**src/rtl/spdg_ram.sv**
```systemverilog
`timescale 1ns / 1ps
`default_nettype none

module spdg_ram #(
  parameter int unsigned WIDTH = 16,
  parameter int unsigned DEPTH = 64
) (
  input  wire logic                     clk_i,
  input  wire logic                     we_i,
  input  wire logic [$clog2(DEPTH)-1:0] waddr_i,
  input  wire logic [WIDTH-1:0]         wdata_i,
  input  wire logic [$clog2(DEPTH)-1:0] raddr_i,
  output logic      [WIDTH-1:0]         rdata_o
);

  logic [WIDTH-1:0] mem_q [DEPTH];
  logic [WIDTH-1:0] rdata_q;

  // Write one word, read one word with registered data
  always_ff @(posedge clk_i) begin
    if (we_i) begin
      mem_q[waddr_i] <= wdata_i;
    end
    rdata_q <= mem_q[raddr_i];
  end

  assign rdata_o = rdata_q;

endmodule

`default_nettype wire

```
**config.mk**
```make
export PLATFORM = sky130hd
export DESIGN_NAME = spdg_ram
export DESIGN_NICKNAME = d
export VERILOG_FILES = /design/src/rtl/spdg_ram.sv
export SDC_FILE = /design/constraint.sdc
export NUM_CORES = 1
export LEC_CHECK = 0
export ABC_CLOCK_PERIOD_IN_PS = 4300
export BUFFER_PORTS_ARGS = -buffer_cell sky130_fd_sc_hd__buf_4
export CORE_ASPECT_RATIO = 0.9
export CORE_UTILIZATION = 40
export CTS_CLUSTER_SIZE = 30
export DETAILED_ROUTE_END_ITERATION = 12
export MAX_ROUTING_LAYER = met4
export PLACE_DENSITY = 0.55
export SLEW_MARGIN = 10
export SYNTH_ARGS = -nofsm -noshare
export SYNTH_HDL_FRONTEND = slang
export SYNTH_SLANG_ARGS = --single-unit
```
**constraint.sdc**
```tcl
create_clock -name clk_i -period 4.3 [get_ports clk_i]
set_clock_uncertainty 0.05 [all_clocks]
set_input_delay 0.86 -clock clk_i [delete_from_list [all_inputs] [get_ports clk_i]]
set_output_delay 0.86 -clock clk_i [all_outputs]
set_load 0.05 [all_outputs]
```
==> metrics.md <==
| Metric | Value |
|---|---|
| Status | `complete, no violations` |
| Via count | `19,336` |
| Combinational share of power | `5.3%` |
| IO Pins | `46` |
| R2R Path Start | `mem_q[31][12]` |
| WL/cell | `29.7 um` |
| Ys flop type | `edfxtp_1` |
| DIE AREA | `101,000 um^2` |
| Fin util | `46.4%` |
| Switching Share | `21.5%` |
| Hold Crit Class | `input pin to flop` |
| Fraction of the mapped netlist area in adder cells | `0%` |
| Max Slew Vio Count | `0` |
| Worst R2R Path Depth | `5` |
| H-tree Lvls | `3` |
| Post-synth ARST share | `0%` |
| Iteration-0 DRC Markers | `2,338` |
| Port Buffer Count | `45` |
| Sw Pwr | `4.64 mW` |
| Pwr dens | `471 nW/um^2` |
| Final count of negative-setup-slack endpoints | `0` |
| Int Pwr | `16.9 mW` |
| Nets | `2,024` |
| Hold Fails Final Rpt | `0` |
| Clock power frac | `42.4%` |
| Critical path peak fanout | `70` |
| Via density | `5.66` |
| Synth Register Bits | `1,040` |
| Hold EP | `rdata_o[9]` |
| CTS tree | `yes` |
| Post-synthesis xor/xnor area fraction | `0%` |
| Rows | `109` |
| LEAKAGE | `14.5 nW` |
| Area of the mapped netlist | `40,000 um^2` |
| Ys Warns | `0` |
| Syn nets | `1,859` |
| Yosys cell types | `43` |
| Placed standard-cell area | `42,400 um^2` |
| Hold Crit Start | `raddr_i[5]` |
| Syn Inst Count | `1,829` |
| Chip width | `336 um` |
| Clock Tree Buf Depth | `3` |
| Slew @ Worst Pin | `0.869 ns` |
| Most Crowded Layer GR | `met2` |
| Clk Latency, worst-skew pair | `0.68 ns` |
| Syn_area_per_cell | `21.9 um^2` |
| # DRC | `0` |
| Design area | `45,800 um^2` |
| Root Buffer | `clkbuf_16` |
| Largest family of logic cells by synthesized area | `multiplexers` |
| RSZ-0062 raised after global routing | `no` |
| Met2 GRT Util | `31.0%` |
| Post-Synth Simple-Gate Area | `2.65%` |
| Grt ovf | `0` |
| Sequential power share | `52.2%` |
| # clock sinks | `1,040` |
| EDFF count, synth | `1,024` |
| F_max | `330 MHz` |
| Std-Cell Core Area | `98,700 um^2` |
| Startpoint Class | `input pin` |
| Peak supply drop | `0.000326 V` |
| Detail Route Antenna Nets | `0` |
| Reg-to-Reg End | `rdata_o[12]` |
| Share of cells above drive strength 1 | `27.7%` |
| Area grow syn2layout | `14.4%` |
| Fin crit share | `70.6%` |
| Post-synthesis sequential area ratio | `77.6%` |
| Gr usage total | `21.1%` |
| CTS clock-pin slew for the worst setup and hold paths | `0.06 ns` |
| Hpwl dp | `61.4 mm` |
| Setup repair bufs after CTS | `0` |
| First-pass GRT wire length | `146 mm` |
| Worst path required time | `4.77 ns` |
| Setup_tns | `0 ns` |
| Hold Buf Count CTS | `0` |
| Vias in the first global route | `19,493` |
| Initial Utilization | `40.6%` |
| Proportion of synthesized area in mux cells | `15.5%` |
| Worst hold stages | `3` |
| GP Congestion | `0.853` |
| Largest net degree at the start of global routing | `71` |
| Met3 Use GR | `4.13%` |
| Setup Crit Path Kind | `input pin to flop` |
| Number of fill cells | `8,247` |
| First-pass detailed-route iteration total | `6` |
| DIE HEIGHT | `302 um` |
| WL final | `102 mm` |
| CTS buffer count | `103` |
| Period minus WS final | `3.03 ns` |
| Post-CTS Resized | `0` |
| Rel. slew slack | `42.0%` |
| Critical path endpoint category | `flop` |
| Synth Area in Compound Gates | `2.41%` |
| Met1 usage | `30.5%` |
| Antenna violations before repair | `5` |
| Reg2Reg Setup Slack | `2.14 ns` |
| Max Cap Violations | `0` |
| Critical Path AT | `3.50 ns` |
cells by family (layout without fill, tap and decap cells):
| family | Yosys count | in the layout |
|---|---|---|
| DFF | 1040 | 1040 |
| muxes | 336 | 336 |
| and+or+nand+nor | 220 | 220 |
| AOI/OAI and AO/OA | 129 | 129 |
| buffers and inverters | 104 | 358 |
| other | 0 | 3 |
worst max path at each step:
| stage | startpoint | endpoint | slack, ns | depth (start not counted) |
|---|---|---|---|---|
| finish | raddr_i[2] | rdata_o[7] | 1.27 | 9 |
| global route | raddr_i[2] | rdata_o[7] | 1.27 | 9 |
| CTS | raddr_i[2] | rdata_o[7] | 1.44 | 9 |
| detailed placement | raddr_i[2] | rdata_o[7] | 0.71 | 9 |
| global placement | raddr_i[2] | rdata_o[7] | 0.66 | 9 |
| floorplan | waddr_i[3] | mem_q[48][0] | 1.36 | 4 |
per-stage QoR:
| stage | total power [mW] | setup WS, ns | hold WS, ns | instances |
|---|---|---|---|---|
| global route | 22.2 | 1.27 | 0.600 | 3418 |
| finish | 21.6 | 1.27 | 0.624 | 3418 |
| floorplan | 12.1 | 1.36 | 0.700 | 1829 |
| detailed placement | 12.7 | 0.713 | 0.815 | 3221 |
| CTS | 21.8 | 1.44 | 0.574 | 3415 |
| global placement | 12.6 | 0.656 | 0.803 | 3221 |
final cells by class:
class                           count  area, um^2  share of cell area [%]
Clock inverter                     67         718                    1.57
Timing Repair Buffer              164        1380                    3.00
Sequential cell                  1040       31100                    67.8
Tap cell                         1332        1670                    3.64
Antenna cell                        3        7.51                  0.0164
Multi-Input combinational cell    685        8250                    18.0
Clock buffer                      127        2740                    5.98
sequential cells by signal, indices dropped and copies added, names as in the netlist:
name     cells
mem_q     1024
rdata_o     16
routing by layer:
metal  wire (um)  vias up
li1            -     8030
met2       46400      731
met1       45800    10461
met5           0        -
met3        7580      114
met4        1850        0
synthesized netlist by cell type, drive strengths merged (8+ instances only):
library cell / n / area share, %
clkbuf: 27 / 0.27
nor2b: 30 / 0.47
nand2: 60 / 0.58
nand4: 12 / 0.19
nor2: 74 / 0.71
mux2i: 85 / 2.1
edfxtp: 1024 / 77
a211o: 8 / 0.17
o21ai: 8 / 0.10
dfxtp: 16 / 0.80
a21oi: 17 / 0.21
a211oi: 8 / 0.15
buf: 77 / 1.6
a22oi: 39 / 0.73
mux4: 224 / 13
nand3: 24 / 0.30
mux2: 27 / 0.76
a221oi: 16 / 0.35
a31oi: 8 / 0.12
a311oi: 8 / 0.17
power by group through the flow:
stage                     sequential [mW]  clock (mW)  combinational (mW)
final                                11.3        9.16                1.15
after global routing                 11.3        9.72                1.22
after CTS                            11.3        9.35                1.17
after detailed placement             11.5           0                1.17
after global placement               11.5           0                1.16
after floorplan                      11.5           0               0.581
critical path, cell delays in order:
cell and delay, ns:
buf_8 0.25, buf_4 0.34, nor2b_1 0.67, buf_4 0.28, nand2_1 0.06, nand3_1 0.08, a21oi_1 0.10, buf_4 0.21
nor4_2 0.54
cells in the final DEF (no fill, tap or decap), types with 16 or more instances in the layout:
| cell | n |
|---|---|
| mux4_2 | 220 |
| mux2_2 | 27 |
| nor2b_1 | 30 |
| nor2_1 | 72 |
| nand3_1 | 24 |
| dfxtp_1 | 16 |
| clkinv_1 | 19 |
| nand2_1 | 59 |
| clkbuf_16 | 104 |
| a22oi_1 | 39 |
| mux2i_1 | 85 |
| clkinv_2 | 20 |
| buf_4 | 151 |
| a221oi_1 | 16 |
| a21oi_1 | 17 |
| clkbuf_1 | 18 |
| edfxtp_1 | 1024 |
Note: power is estimated with default switching activity, not from simulation.
